### src/rtl/core/kwsm_pkg.sv
// ----------------------------------------------------------------------------
// Keyword substring matcher package
// Keyword table, keyword list codes, cell control type and compare helpers.
// ----------------------------------------------------------------------------
package kwsm_pkg;

    localparam int unsigned KW_COUNT   = 53;
    localparam int unsigned KW_MAX_LEN = 16;
    localparam int unsigned KW_TEXT_W  = KW_MAX_LEN * 8;
    localparam int unsigned KW_LEN_W   = $clog2(KW_MAX_LEN + 1);

    // Keyword list selector codes
    typedef enum logic [1:0] {
        SET_NOISE      = 2'd0,
        SET_POST_NOISE = 2'd1,
        SET_POSITIVE   = 2'd2,
        SET_NEGATIVE   = 2'd3
    } kwsm_set_t;

    // Control handed to every window cell
    typedef struct packed {
        logic advance;  // shift the window by one byte
        logic clear;    // drop the window contents (end of string)
    } kwsm_ctrl_t;

    typedef logic [KW_TEXT_W-1:0] kwsm_text_t;

    // Keywords, right-justified: the last character sits in bits [7:0],
    // unused upper bytes are zero. Two noise entries are written in hex.
    localparam kwsm_text_t KW_TEXT [KW_COUNT] = '{
        KW_TEXT_W'("share"),      KW_TEXT_W'("sns"),        KW_TEXT_W'("social"),
        KW_TEXT_W'("related"),    KW_TEXT_W'("recommend"),  KW_TEXT_W'("endlink"),
        KW_TEXT_W'("comment"),    KW_TEXT_W'(48'h646973717573),
        KW_TEXT_W'("sidebar"),    KW_TEXT_W'("widget"),     KW_TEXT_W'("sponsored"),
        KW_TEXT_W'("sponsor"),    KW_TEXT_W'("promo"),      KW_TEXT_W'("banner"),
        KW_TEXT_W'(64'h6f7574627261696e),
        KW_TEXT_W'("newsletter"), KW_TEXT_W'("subscribe"),  KW_TEXT_W'("cookie"),
        KW_TEXT_W'("gdpr"),       KW_TEXT_W'("popup"),      KW_TEXT_W'("pagination"),
        KW_TEXT_W'("pager"),      KW_TEXT_W'("breadcrumb"), KW_TEXT_W'("masthead"),
        KW_TEXT_W'("menu"),       KW_TEXT_W'("byline"),     KW_TEXT_W'("keywords"),
        KW_TEXT_W'("tags"),
        KW_TEXT_W'("share"),      KW_TEXT_W'("social"),     KW_TEXT_W'("related"),
        KW_TEXT_W'("recommend"),  KW_TEXT_W'("advert"),     KW_TEXT_W'("ads"),
        KW_TEXT_W'("article"),    KW_TEXT_W'("body"),       KW_TEXT_W'("content"),
        KW_TEXT_W'("entry"),      KW_TEXT_W'("hentry"),     KW_TEXT_W'("main"),
        KW_TEXT_W'("page"),       KW_TEXT_W'("post"),       KW_TEXT_W'("text"),
        KW_TEXT_W'("blog"),       KW_TEXT_W'("story"),
        KW_TEXT_W'("hidden"),     KW_TEXT_W'("hid"),        KW_TEXT_W'("ad-"),
        KW_TEXT_W'("ads"),        KW_TEXT_W'("agegate"),    KW_TEXT_W'("popup"),
        KW_TEXT_W'("extra"),      KW_TEXT_W'("print")
    };

    localparam kwsm_set_t KW_LIST [KW_COUNT] = '{
        SET_NOISE, SET_NOISE, SET_NOISE, SET_NOISE, SET_NOISE, SET_NOISE, SET_NOISE,
        SET_NOISE, SET_NOISE, SET_NOISE, SET_NOISE, SET_NOISE, SET_NOISE, SET_NOISE,
        SET_NOISE, SET_NOISE, SET_NOISE, SET_NOISE, SET_NOISE, SET_NOISE, SET_NOISE,
        SET_NOISE, SET_NOISE, SET_NOISE, SET_NOISE, SET_NOISE, SET_NOISE, SET_NOISE,
        SET_POST_NOISE, SET_POST_NOISE, SET_POST_NOISE, SET_POST_NOISE,
        SET_POST_NOISE, SET_POST_NOISE,
        SET_POSITIVE, SET_POSITIVE, SET_POSITIVE, SET_POSITIVE, SET_POSITIVE,
        SET_POSITIVE, SET_POSITIVE, SET_POSITIVE, SET_POSITIVE, SET_POSITIVE,
        SET_POSITIVE,
        SET_NEGATIVE, SET_NEGATIVE, SET_NEGATIVE, SET_NEGATIVE, SET_NEGATIVE,
        SET_NEGATIVE, SET_NEGATIVE, SET_NEGATIVE
    };

    // Number of characters in a right-justified keyword
    function automatic logic [KW_LEN_W-1:0] kw_length(kwsm_text_t text);
        logic [KW_LEN_W-1:0] n;
        n = '0;
        for (int unsigned d = 0; d < KW_MAX_LEN; d++)
        begin
            if (text[d*8 +: 8] != 8'h00)
            begin
                n = KW_LEN_W'(d + 1);
            end
        end
        return n;
    endfunction

    // One bit per keyword: the byte at the given offset from the newest byte
    // agrees with that keyword, or the keyword is too short to reach it.
    function automatic logic [KW_COUNT-1:0] kw_column_eq(logic [7:0] b, int unsigned offset);
        logic [KW_COUNT-1:0] eq;
        for (int unsigned k = 0; k < KW_COUNT; k++)
        begin
            if (offset >= int'(kw_length(KW_TEXT[k])))
            begin
                eq[k] = 1'b1;
            end
            else
            begin
                eq[k] = (b == KW_TEXT[k][offset*8 +: 8]);
            end
        end
        return eq;
    endfunction

    // Keywords that fit in a window of the given span
    function automatic logic [KW_COUNT-1:0] kw_fit_mask(int unsigned longest);
        logic [KW_COUNT-1:0] fit;
        for (int unsigned k = 0; k < KW_COUNT; k++)
        begin
            fit[k] = (int'(kw_length(KW_TEXT[k])) <= int'(longest));
        end
        return fit;
    endfunction

endpackage

### src/rtl/core/kwsm_cell.sv
// ----------------------------------------------------------------------------
// Keyword matcher window cell
// Holds one case-folded byte of the window, passes it on at every shift and
// compares it against the keyword column for its distance.
// ----------------------------------------------------------------------------
module kwsm_cell #(
    parameter int unsigned POS = 1
) (
    input  logic                          clk,
    input  logic                          rst_n,
    input  kwsm_pkg::kwsm_ctrl_t          ctrl,
    input  logic [7:0]                    byte_in,
    output logic [7:0]                    byte_out,
    output logic [kwsm_pkg::KW_COUNT-1:0] eq
);
    import kwsm_pkg::*;

    logic [7:0] hold_reg;
    logic [7:0] hold_next;

    always_comb
    begin
        hold_next = hold_reg;
        if (ctrl.clear)
        begin
            hold_next = 8'h00;
        end
        else if (ctrl.advance)
        begin
            hold_next = byte_in;
        end
    end

    always_ff @(posedge clk or negedge rst_n)
    begin
        if (!rst_n)
        begin
            hold_reg <= 8'h00;
        end
        else
        begin
            hold_reg <= hold_next;
        end
    end

    assign byte_out = hold_reg;
    assign eq       = kw_column_eq(hold_reg, POS);

endmodule

### src/rtl/core/keyword_substring_matcher.sv
// ----------------------------------------------------------------------------
// Keyword substring matcher
// Streams one attribute string a byte at a time and reports at its last
// byte whether any keyword of the selected list occurs in it.
// ----------------------------------------------------------------------------
// The block takes one byte per cycle while no result stalls at the output,
// and returns one result per string, on the request marked tlast, in the
// cycle after that byte is taken. A request marked tlast with tuser set
// stands for an empty string and always returns 0. Letters A-Z are folded
// to lower case. The window is a row of LONGEST_KEYWORD-1 cells, each
// holding one earlier byte; every keyword is compared combinationally
// across the newest byte and all cells, so the sustained rate is one byte
// per cycle. A hit is held in a sticky flag until the string ends; window
// and flag then clear. The result sits in an output register, so a new byte
// is taken in the same cycle that a waiting result leaves. Each byte is
// checked against the list selected when it arrives. Keywords longer than
// LONGEST_KEYWORD never match. There is no clearing pass after reset.
// The user must write keyword_set through cfg_valid/cfg_data only while the
// block is idle; the block does not enforce this. cfg_ready is always high.
// ----------------------------------------------------------------------------
module keyword_substring_matcher #(
    parameter int unsigned LONGEST_KEYWORD = 10
) (
    input  logic       clk,
    input  logic       rst_n,
    // configuration write
    input  logic       cfg_valid,
    output logic       cfg_ready,
    input  logic [1:0] cfg_data,     // [1:0] keyword_set
    // byte requests
    input  logic       s_tvalid,
    output logic       s_tready,
    input  logic [7:0] s_tdata,      // [7:0] char_byte
    input  logic       s_tlast,      // end_of_string
    input  logic       s_tuser,      // [0] empty_string
    // results
    output logic       m_tvalid,
    input  logic       m_tready,
    output logic [7:0] m_tdata       // [0] matched, [7:1] zero
);
    import kwsm_pkg::*;

    localparam int unsigned WINDOW_DEPTH = LONGEST_KEYWORD - 1;
    localparam logic [KW_COUNT-1:0] FIT_MASK = kw_fit_mask(LONGEST_KEYWORD);

    kwsm_set_t           keyword_set_reg;
    logic                hit_seen_reg;
    logic                hit_seen_next;
    logic                out_valid_reg;
    logic                out_valid_next;
    logic                matched_reg;
    logic                matched_next;

    logic                accept;
    logic [7:0]          cur_byte;
    kwsm_ctrl_t          ctrl;
    logic [7:0]          chain [WINDOW_DEPTH];
    logic [KW_COUNT-1:0] eq_vec [WINDOW_DEPTH + 1];
    logic [KW_COUNT-1:0] all_eq;
    logic [KW_COUNT-1:0] sel_mask;
    logic                hit_now;

    // ---------------------------------------------------------------------
    // Configuration: always ready, take the list selector on a request
    // ---------------------------------------------------------------------
    assign cfg_ready = 1'b1;

    always_ff @(posedge clk or negedge rst_n)
    begin
        if (!rst_n)
        begin
            keyword_set_reg <= SET_NOISE;
        end
        else if (cfg_valid)
        begin
            keyword_set_reg <= kwsm_set_t'(cfg_data);
        end
    end

    // ---------------------------------------------------------------------
    // Handshake: take a byte whenever the result register is free or its
    // result leaves in this cycle
    // ---------------------------------------------------------------------
    assign s_tready = !out_valid_reg || m_tready;
    assign accept   = s_tvalid && s_tready;

    assign ctrl.advance = accept;
    assign ctrl.clear   = accept && s_tlast;

    // Fold upper-case ASCII letters to lower case
    always_comb
    begin
        cur_byte = s_tdata;
        if (s_tdata >= 8'h41 && s_tdata <= 8'h5A)
        begin
            cur_byte = s_tdata + 8'h20;
        end
    end

    // ---------------------------------------------------------------------
    // Window: the newest byte enters the first cell, each cell hands its
    // byte on to the next at every shift
    // ---------------------------------------------------------------------
    assign chain[0]  = cur_byte;
    assign eq_vec[0] = kw_column_eq(cur_byte, 0);

    for (genvar i = 1; i <= WINDOW_DEPTH; i++)
    begin : g_cell
        if (i < WINDOW_DEPTH)
        begin : g_mid
            kwsm_cell #(
                .POS (i)
            ) u_cell (
                .clk      (clk),
                .rst_n    (rst_n),
                .ctrl     (ctrl),
                .byte_in  (chain[i-1]),
                .byte_out (chain[i]),
                .eq       (eq_vec[i])
            );
        end
        else
        begin : g_last
            kwsm_cell #(
                .POS (i)
            ) u_cell (
                .clk      (clk),
                .rst_n    (rst_n),
                .ctrl     (ctrl),
                .byte_in  (chain[i-1]),
                .byte_out (),
                .eq       (eq_vec[i])
            );
        end
    end

    // Combine the per-cell columns: a keyword hits when every position agrees
    always_comb
    begin
        all_eq = '1;
        for (int unsigned i = 0; i <= WINDOW_DEPTH; i++)
        begin
            all_eq = all_eq & eq_vec[i];
        end
    end

    always_comb
    begin
        for (int unsigned k = 0; k < KW_COUNT; k++)
        begin
            sel_mask[k] = (KW_LIST[k] == keyword_set_reg);
        end
    end

    assign hit_now = |(all_eq & sel_mask & FIT_MASK);

    // ---------------------------------------------------------------------
    // Sticky hit flag and result register
    // ---------------------------------------------------------------------
    always_comb
    begin
        hit_seen_next  = hit_seen_reg;
        out_valid_next = out_valid_reg;
        matched_next   = matched_reg;
        if (m_tready)
        begin
            out_valid_next = 1'b0;
        end
        if (accept)
        begin
            if (s_tlast)
            begin
                // end of string: hand out the result, drop the flag
                hit_seen_next  = 1'b0;
                out_valid_next = 1'b1;
                matched_next   = !s_tuser && (hit_seen_reg || hit_now);
            end
            else
            begin
                hit_seen_next = hit_seen_reg || hit_now;
            end
        end
    end

    always_ff @(posedge clk or negedge rst_n)
    begin
        if (!rst_n)
        begin
            hit_seen_reg  <= 1'b0;
            out_valid_reg <= 1'b0;
        end
        else
        begin
            hit_seen_reg  <= hit_seen_next;
            out_valid_reg <= out_valid_next;
        end
    end

    always_ff @(posedge clk)
    begin
        matched_reg <= matched_next;
    end

    assign m_tvalid = out_valid_reg;
    assign m_tdata  = {7'b0, matched_reg};

    // ---------------------------------------------------------------------
    // Assertions
    // ---------------------------------------------------------------------
    a_result_after_last : assert property (@(posedge clk) disable iff (!rst_n)
        $rose(m_tvalid) |-> $past(s_tvalid && s_tready && s_tlast))
        else $error("result raised without an end-of-string request");

    a_empty_gives_zero : assert property (@(posedge clk) disable iff (!rst_n)
        s_tvalid && s_tready && s_tlast && s_tuser |=> m_tvalid && !m_tdata[0])
        else $error("empty string did not return zero");

    a_flag_cleared : assert property (@(posedge clk) disable iff (!rst_n)
        s_tvalid && s_tready && s_tlast |=> !hit_seen_reg)
        else $error("hit flag survived the end of a string");

    a_hit_sticky : assert property (@(posedge clk) disable iff (!rst_n)
        accept && !s_tlast && hit_now |=> hit_seen_reg)
        else $error("keyword hit was not collected");

    a_stall_blocks_input : assert property (@(posedge clk) disable iff (!rst_n)
        m_tvalid && !m_tready |-> !s_tready)
        else $error("byte taken while a result is stalled");

endmodule
### config.mk
export PLATFORM = sky130hd
export DESIGN_NAME = keyword_substring_matcher
export DESIGN_NICKNAME = d
export VERILOG_FILES = /design/src/rtl/core/kwsm_pkg.sv /design/src/rtl/core/kwsm_cell.sv /design/src/rtl/core/keyword_substring_matcher.sv
export SDC_FILE = /design/constraint.sdc
export NUM_CORES = 1
export LEC_CHECK = 0
export BUFFER_PORTS_ARGS = -buffer_cell sky130_fd_sc_hd__buf_4
export CAP_MARGIN = 5
export CORE_MARGIN = 4
export CORE_UTILIZATION = 30
export DETAILED_ROUTE_END_ITERATION = 6
export PLACE_DENSITY = 0.51
export SLEW_MARGIN = 20
export SYNTH_ARGS = -nofsm -noshare
export SYNTH_HDL_FRONTEND = slang
export SYNTH_SLANG_ARGS = --single-unit
### constraint.sdc
create_clock -name clk -period 2.8 [get_ports clk]
set_input_delay 0.28 -clock clk [delete_from_list [all_inputs] [get_ports clk]]
set_output_delay 0.28 -clock clk [all_outputs]
set_load 0.02 [all_outputs]
; Yosys cells after proc, flatten, opt, wreduce, memory -nomap -nowiden
; Index checks and enable logic that the tools add are counted.
[classes]
magnitude_cmp = 2
muxes = 23
n_bitwise = 10
n_reduce_logical = 12
add_sub_neg = 1
n_eq_ne = 127
[ops]
columns = op, n
row1 = equality test 8 x 7 -> 1 bit (second input constant), 123
row2 = bitwise AND 53 bit, 10
row3 = two-way mux 8 bit, 19
row4 = OR reduction 53 bit, 1
row5 = adder 8 x 6 -> 8 bit (second input constant), 1
row6 = equality test 8 x 6 -> 1 bit (second input constant), 1
row7 = greater-or-equal comparator 8 x 7 -> 1 bit (second input constant), 1
row8 = less-or-equal comparator 8 x 7 -> 1 bit (second input constant), 1
row9 = equality test 2 bit (first input constant), 2
row10 = logical AND 1 bit, 4
row11 = two-way mux 1 bit, 4
row12 = equality test 1 x 2 -> 1 bit (first input constant), 1
row13 = zero test 1 bit, 2
row14 = zero test 2 bit, 1
row15 = logical OR 1 bit, 2
row16 = AND reduction 2 bit, 1
row17 = nonzero test 2 bit, 1
[totals]
ff_bits = 77
out_inout_bits = 11

; Logic depth before layout (Yosys ltp)
; Gate-level depths: netlist of the first run.
[logic_depth]
ltp_word = 17
ltp_mapped = 9
ltp_nobuf = 9

; Cells and area by module
; From an unflattened synthesis of the first run, not the netlist that was laid out.
[hier_totals]
cells_unflattened = 1118
area_unflattened_um2 = 9048.7
[by_module_without_submodules]
columns = module, area_each_um2, cells_each, instances
row1 = keyword_substring_matcher, 1888.1, 317, 1
row2 = kwsm_cell (g_cell[3].g_mid.u_cell), 840.8, 93, 1
row3 = kwsm_cell (g_cell[1].g_mid.u_cell), 839.6, 90, 1
row4 = kwsm_cell (g_cell[5].g_mid.u_cell), 819.5, 91, 1
row5 = kwsm_cell (g_cell[4].g_mid.u_cell), 798.3, 92, 1
row6 = kwsm_cell (g_cell[9].g_last.u_cell), 795.8, 84, 1
row7 = kwsm_cell (g_cell[8].g_mid.u_cell), 775.7, 84, 1
row8 = kwsm_cell (g_cell[7].g_mid.u_cell), 768.2, 87, 1
row9 = kwsm_cell (g_cell[2].g_mid.u_cell), 765.7, 92, 1
row10 = kwsm_cell (g_cell[6].g_mid.u_cell), 757.0, 88, 1

; Worst setup path after synthesis of the first run
; Ideal clock, no wire load.
[synth_path]
kind = register -> register
from = register g_cell[2].g_mid.u_cell.hold_reg[2]
to = register matched_reg, data pin
synth_period_minus_slack_ns = 2.390
t_arrival_ns = 2.233
setup_time_ns = 0.157
path_buffers = 0
path_stages_with_launch = 9
path_slack_ns = 0.410
cell_sequence = dfrtp_1 nor4b_4 nand2_2 or4_1 o41a_1 o22ai_1 a2bb2oi_1 o2bb2ai_1 nor3_1
[synth_between]
elab_chain_len = 13
[synth_lines]
columns = item, line_no
row1 = from (decl), kwsm_cell.sv:18  ; logic [7:0] hold_reg;
row2 = from (signal assigned), kwsm_cell.sv:42  ; hold_reg <= hold_next;
row3 = equality test 8 x 7 -> 1 bit, kwsm_pkg.sv:93  ; eq[k] = (b == KW_TEXT[k][offset*8 +: 8]);
row4 = bitwise AND 53 bit (*) (8 in series), keyword_substring_matcher.sv:143  ; all_eq = all_eq & eq_vec[i];
row5 = bitwise AND 53 bit (*), keyword_substring_matcher.sv:155  ; assign hit_now = |(all_eq & sel_mask & FIT_MASK);
row6 = OR reduction 53 bit (*), keyword_substring_matcher.sv:155
row7 = logical OR 1 bit (*), keyword_substring_matcher.sv:176  ; matched_next = !s_tuser && (hit_seen_reg || hit_now);
row8 = logical AND 1 bit (*), keyword_substring_matcher.sv:176
row9 = to (signal assigned), keyword_substring_matcher.sv:201  ; matched_reg <= matched_next;
row10 = to (decl), keyword_substring_matcher.sv:51  ; logic matched_reg;
; Mark *: on every way between the ends. The rest lies on a longest branch, timed or not.
; A chain may end at the register's enable or synchronous reset.

; Final worst setup path of the first run
[layout_path]
from = register g_cell[3].g_mid.u_cell.hold_reg[7]
to = register matched_reg, data pin
[layout_between]
elab_chain_len = 12
[layout_lines]
columns = item, line_no
row1 = from (decl), kwsm_cell.sv:18
row2 = from (signal assigned), kwsm_cell.sv:42
row3 = equality test 8 x 7 -> 1 bit, kwsm_pkg.sv:93
row4 = bitwise AND 53 bit (*) (7 in series), keyword_substring_matcher.sv:143
row5 = bitwise AND 53 bit (*), keyword_substring_matcher.sv:155
row6 = OR reduction 53 bit (*), keyword_substring_matcher.sv:155
row7 = logical OR 1 bit (*), keyword_substring_matcher.sv:176
row8 = logical AND 1 bit (*), keyword_substring_matcher.sv:176
; Marked as above.

==> results.cfg, run 1 <==
[finish]
area_delta_synth_final_pct = 30.9
final_cells = 1073
antennaDiodeCount = 0
final_nets = 852
drive_gt1_frac = 0.274
nFillCells = 1988
design_area_um2 = 7500
largest_register_ff_count = 64

[power_and_ir_drop]
fin_total_pwr_uw = 2980
p_leak_uw = 0.00282
vdd_drop_max_v = 0.000303
powerDensity_nw_per_um2 = 398

[yosys]
yosysSeqAreaShare = 0.337
synth_area_leaders = dfrtp_1 (33%), nand2b_1 (8.1%), nand2_1 (6.7%), o21ai_0 (6.2%), nand4_1 (4.0%)
synth-compound-area-share = 0.123
synth_edf_count = 1
yosys_warnings = 0
synth_top_area_frac = 0.332
synth_top_area_cell = dfrtp_1
postSynthAreaPerCell_um2 = 8.08
synthAdderAreaFrac = 0.00218
ys.flop_type = dfrtp_1
synthArstFlopShare = 0.987
yosys.area_share.simple = 0.486
synth.area.mux_share = 0.00197
synth_top_family_by_area = simple AND/OR/NAND/NOR gates
synth_xor_xnor_area_share = 0
syn_area_um2 = 5730
ys_types = 67
ys_ff_latch = 77
synthCells = 709

[sta]
slew_viol_final = 0
clock_skew_ns = 0.00860
setup-tns-final_ns = 0
slew_headroom = 0.483
fin_crit_sh = 0.987
worst_pin_slew_ns = 0.765
timing.fmax_mhz = 362
hold_viol_final = 42
worst_slack_ns = 0.0358
final-setup-viol-count = 0
rsz0062_at_grt = true
whs_ns = -0.0354
period_minus_slack_ns = 2.76

[floorplan]
ios = 28
rows = 50
die_area_um2 = 21400
die_y_um = 146
core_region_area_um2 = 18800
initial_utilization = 0.305
fp.dieW_um = 146

[drt]
ant_nets = 0
firstDrtPassIters = 5
drc = 0
vias_per_cell = 5.67
wl_per_cell_um = 24.6
drt-total-wl_um = 26400
vias = 6084
initialDrtViolationCount = 538

[status]
violations = hold timing
outcome = complete, but fails checks

[job]
cap_violations = 0

[place]
post-dp-hpwl_um = 20900
dpl_cell_area_um2 = 6980
place.gp.congestion = 0.987
dp_cells = 1049
pre_cts_ws_ns = -0.324
portBuffers = 19

[clock_tree]
cts_max_path_buffers = 2
root_buffer = clkbuf_16
clock-sinks = 77
cts.clk_slew.worst_paths_ns = 0.07
cts_tree = done
cts_buffers = 9
htreeDepth = 3
insertion_delay_ns = 0.35

[worst_setup_path]
cp.required_ns = 2.99
crit_top_cell = nor3_1
critPathCaptureType = flop
criticalPathCategory = flop to flop
crit_arrival_ns = 2.96
slowest_stage = nor3_1
critPathLaunchType = flop
crit_buf_inv = 1
critPathTopFamily = simple AND/OR/NAND/NOR gates
critPathMaxFanout = 5
crit_chain = buf_4, and4b_2, nand3_1, nor3_1, nand4_1, a21o_1, a31oi_1, and4b_1, nor3_1
critical_path.max_stage_delay_ns = 0.47

[grt]
grt_antenna_before_repair = 0
grt_remaining_overflow = 0
grt_use_total = 0.247
grt_pass1_wl_um = 39800
grt_max_degree = 111
first_global_vias = 6167

[min_path]
min-delay-path-class = input pin to async pin
==> routing by layer <==
layer | up-vias | global-route usage | routed length, um
met4 | 0 | 0.0847 | 870
met1 | 3017 | 0.338 | 12000
met3 | 41 | 0.0366 | 1170
met5 | - | 0 | 0
li1 | 2860 | - | -
met2 | 166 | 0.402 | 12400
==> report_power, final <==
group / total (uW) / internal [uW] / leakage [uW] / switching [uW]
Combinational: 546 / 225 / 0.00164 / 321
Sequential: 1250 / 1170 / 0.00104 / 81.4
Clock: 1190 / 677 / 0.000145 / 514
Total: 2980 / 2070 / 0.00282 / 917
==> cell families (layout without fill, tap and decap cells) <==
group | after synthesis | count (layout)
buffers and inverters | 62 | 186
and+or+nand+nor | 451 | 451
muxes | 1 | 1
DFF | 77 | 77
AOI/OAI and AO/OA | 115 | 115
other | 2 | 8
adders and majority gates | 1 | 1
==> synthesized netlist by cell type, drive strengths merged, types with 7 or more instances <==
cell type  count
or4           13
buf           17
nor2b         15
nor4          33
nor4bb         7
and4b         10
nor4b          9
inv            7
nor3          18
nand4b        10
and4bb         7
dfrtp         76
nand2        103
o21ai         71
nand3b         8
nand3         22
nand2b        74
nor2          34
nand4bb       10
clkbuf        38
nand4         37
and2           8
==> cell type report <==
class	count	area [um^2]	area share
well taps	234	293	0.0390
inverters	7	26.3	0.00350
multi-input cells	576	3710	0.494
repair buffers	163	1240	0.165
clock inverters	4	30.0	0.00400
clock buffers	12	267	0.0355
flip-flops and latches	77	1940	0.258
==> what timing repair did <==
item | 4_1_cts | 5_1_grt
buffers inserted | 2 | 6
hold buffers | 0 | 0
gates resized for setup | 11 | 20
pin swaps | 3 | 5
gates cloned | 0 | 0
endpoints found under the setup margin | 2 | 2
==> path summary, 6_finish.rpt <==
kind / slack [ns] / start / depth (start not counted) / to
worst max-delay path: 0.04 / g_cell[3].g_mid.u_cell.byte_out[7] / 9 / matched_reg
worst min-delay path: -0.04 / rst_n / 1 / g_cell[9].g_last.u_cell.byte_out[7]
worst max register to register: 0.04 / g_cell[3].g_mid.u_cell.byte_out[7] / 9 / matched_reg
worst min register to register: 0.48 / g_cell[9].g_last.u_cell.byte_out[6] / 2 / g_cell[9].g_last.u_cell.byte_out[6]
max in group asynchronous: 2.27 / rst_n / 1 / g_cell[2].g_mid.u_cell.byte_out[7]
min in group clk: 0.13 / cfg_valid / 2 / keyword_set_reg[1]
==> worst reg2reg max path, stage by stage, from the launching register on <==
cell and delay (ns):
dfrtp_1 0.40, buf_4 0.15, and4b_2 0.36, nand3_1 0.18
nor3_1 0.47, nand4_1 0.24, a21o_1 0.21, a31oi_1 0.16
and4b_1 0.25, nor3_1 0.18
==> placed cells by master, fill, tap and decap left out, types with 13 or more instances in the layout <==
cell      count
dfrtp_1      71
nor2_1       33
nor2b_1      15
nand2_1     101
o21ai_0      71
nor4_1       28
nand4_1      37
nand3_1      22
nor3_1       17
buf_4       161
nand2b_1     74
or4_1        13
==> metrics by stage <==
step	hold slack (ns)	utilization
floorplan	-0.0156	-
global placement	0.461	0.372
detailed placement	0.476	0.372
CTS	0.118	0.392
global route	0.0263	0.400
finish	-0.0354	0.400
(Power assumes the default switching activity.)
==> inputs of run 2 (changes only) <==
CORE_UTILIZATION = 45   (was 30)
PLACE_DENSITY = 0.68   (was 0.51)
==> results.cfg, run 2 (synthesis gave the netlist of run 1 again) <==
[worst_setup_path]
slowest_stage = dfrtp_1
cp.required_ns = 3.00
critPathMaxFanout = 6
crit_arrival_ns = 2.90
critical_path.max_stage_delay_ns = 0.48
crit_chain = buf_4, and4b_1, and2_1, nand4_1, o41a_1, o22ai_2, a2bb2oi_1, o2bb2ai_2, nor3_2
critPathLaunchType = flop
r2r_cells = 9
path_depth = 9
critPathCaptureType = flop
critPathTopFamily = compound AO/OA/AOI/OAI gates
crit_buf_inv = 1
criticalPathCategory = flop to flop

[sta]
hold_viol_final = 0
fin_crit_sh = 0.962
worst_pin_slew_ns = 1.01
slew_viol_final = 0
period_minus_slack_ns = 2.69
final-setup-viol-count = 0
clock_skew_ns = 0.00968
slew_headroom = 0.328
timing.fmax_mhz = 371

[place]
dp_cells = 946
portBuffers = 19
post-dp-hpwl_um = 17200
dpl_cell_area_um2 = 6630
place.gp.congestion = 1.05

[finish]
layout_common_cells = buf_4 (127), nand2_1 (101), nand2b_1 (73)
design_area_um2 = 7210
layout_commonest_cell = buf_4
area_delta_synth_final_pct = 25.9
final_nets = 818
largest_register_ff_count = 64
final_cells = 973
drive_gt1_frac = 0.250
antennaDiodeCount = 0

[floorplan]
core_region_area_um2 = 12200
die_area_um2 = 14600
rows = 40
fp.dieW_um = 121
initial_utilization = 0.469
ios = 28
die_y_um = 121

[power_and_ir_drop]
switching_share = 0.292
clkPwrFrac = 0.410
powerDensity_nw_per_um2 = 418
p_leak_uw = 0.00262
p_sw_uw = 879
intPower_uw = 2130
p_seq_frac = 0.414
combPwrFrac = 0.176
vdd_drop_max_v = 0.000283
fin_total_pwr_uw = 3010

[clock_tree]
clock-sinks = 77
cts_buffers = 9
cts_max_path_buffers = 2
root_buffer = clkbuf_16
cts_tree = done
cts.clk_slew.worst_paths_ns = 0.07
insertion_delay_ns = 0.35
htreeDepth = 3

[grt]
grt_antenna_before_repair = 1
grt_remaining_overflow = 0
first_global_vias = 5732
grt_pass1_wl_um = 34400
grt_max_degree = 95
grt_use_total = 0.312

[drt]
ant_nets = 0
vias = 6046
drc = 0
vias_per_cell = 6.21
firstDrtPassIters = 5
drt-total-wl_um = 22600
initialDrtViolationCount = 607
wl_per_cell_um = 23.2

[min_path]
min-delay-path-class = input pin to async pin

[job]
cap_violations = 0

[status]
outcome = complete, no violations
run 2: cell types whose count changed in the layout (fill, tap and decap cells not counted), sizes merged:
cell,delta
bufinv,+1
clkinv,-1
buf,-34
run 2: path summary, 6_finish.rpt:
kind                                                           from                                  end  slack, ns
worst max register to register   g_cell[1].g_mid.u_cell.byte_out[5]                          matched_reg       0.11
worst max-delay path             g_cell[1].g_mid.u_cell.byte_out[5]                          matched_reg       0.11
max in group asynchronous                                     rst_n   g_cell[5].g_mid.u_cell.byte_out[6]       1.99
min in group clk                                          cfg_valid                   keyword_set_reg[1]       0.13
worst min-delay path                                          rst_n   g_cell[2].g_mid.u_cell.byte_out[6]       0.08
worst min register to register  g_cell[9].g_last.u_cell.byte_out[7]  g_cell[9].g_last.u_cell.byte_out[7]       0.47
run 2: stage by stage:
stage	setup TNS [ns]	setup WS, ns	hold WS, ns	util
5_1_grt	-0.00262	-0.00262	0.151	0.590
2_1_floorplan	0	0.410	-0.0156	-
6_report	0	0.106	0.0829	0.590
4_1_cts	0	0.0190	0.130	0.569
3_5_place_dp	-0.0580	-0.0502	0.468	0.543
3_3_place_gp	-0.296	-0.181	0.459	0.543
run 2: layout make-up:
type | count | area [um^2]
clock inverter | 4 | 55.1
fill | 1168 | 5000
sequential | 77 | 1940
tap | 168 | 210
inverter | 7 | 26.3
clock buffer | 12 | 256
timing repair buffer | 129 | 993
multi-input combinational | 576 | 3730
run 2: what timing repair did:
item                                    4_1_cts  5_1_grt
pin swaps                                     2        9
setup buffers                                 1       10
resized for setup                             1       35
hold buffers                                  0        0
endpoints found under the setup margin        2        2
run 2: power by group through the flow:
stage	combinational, uW	clock (uW)	sequential, uW
2_1_floorplan	285	0	1230
3_3_place_gp	491	0	1260
3_5_place_dp	495	0	1260
4_1_cts	497	1250	1240
5_1_grt	572	1300	1250
6_report	530	1230	1250
run 2: layer usage:
layer	up-vias	GRT usage	share of wire
li1	2789	-	-
met1	2927	0.420	0.42
met2	280	0.496	0.47
met3	50	0.0594	0.081
met4	0	0.118	0.033
met5	-	0	0
run 2: worst register-to-register path: stages (launching register included):
cell	delay, ns
dfrtp_1	0.48
buf_4	0.16
and4b_1	0.37
and2_1	0.23
nand4_1	0.16
o41a_1	0.45
o22ai_2	0.21
a2bb2oi_1	0.22
o2bb2ai_2	0.11
nor3_2	0.16
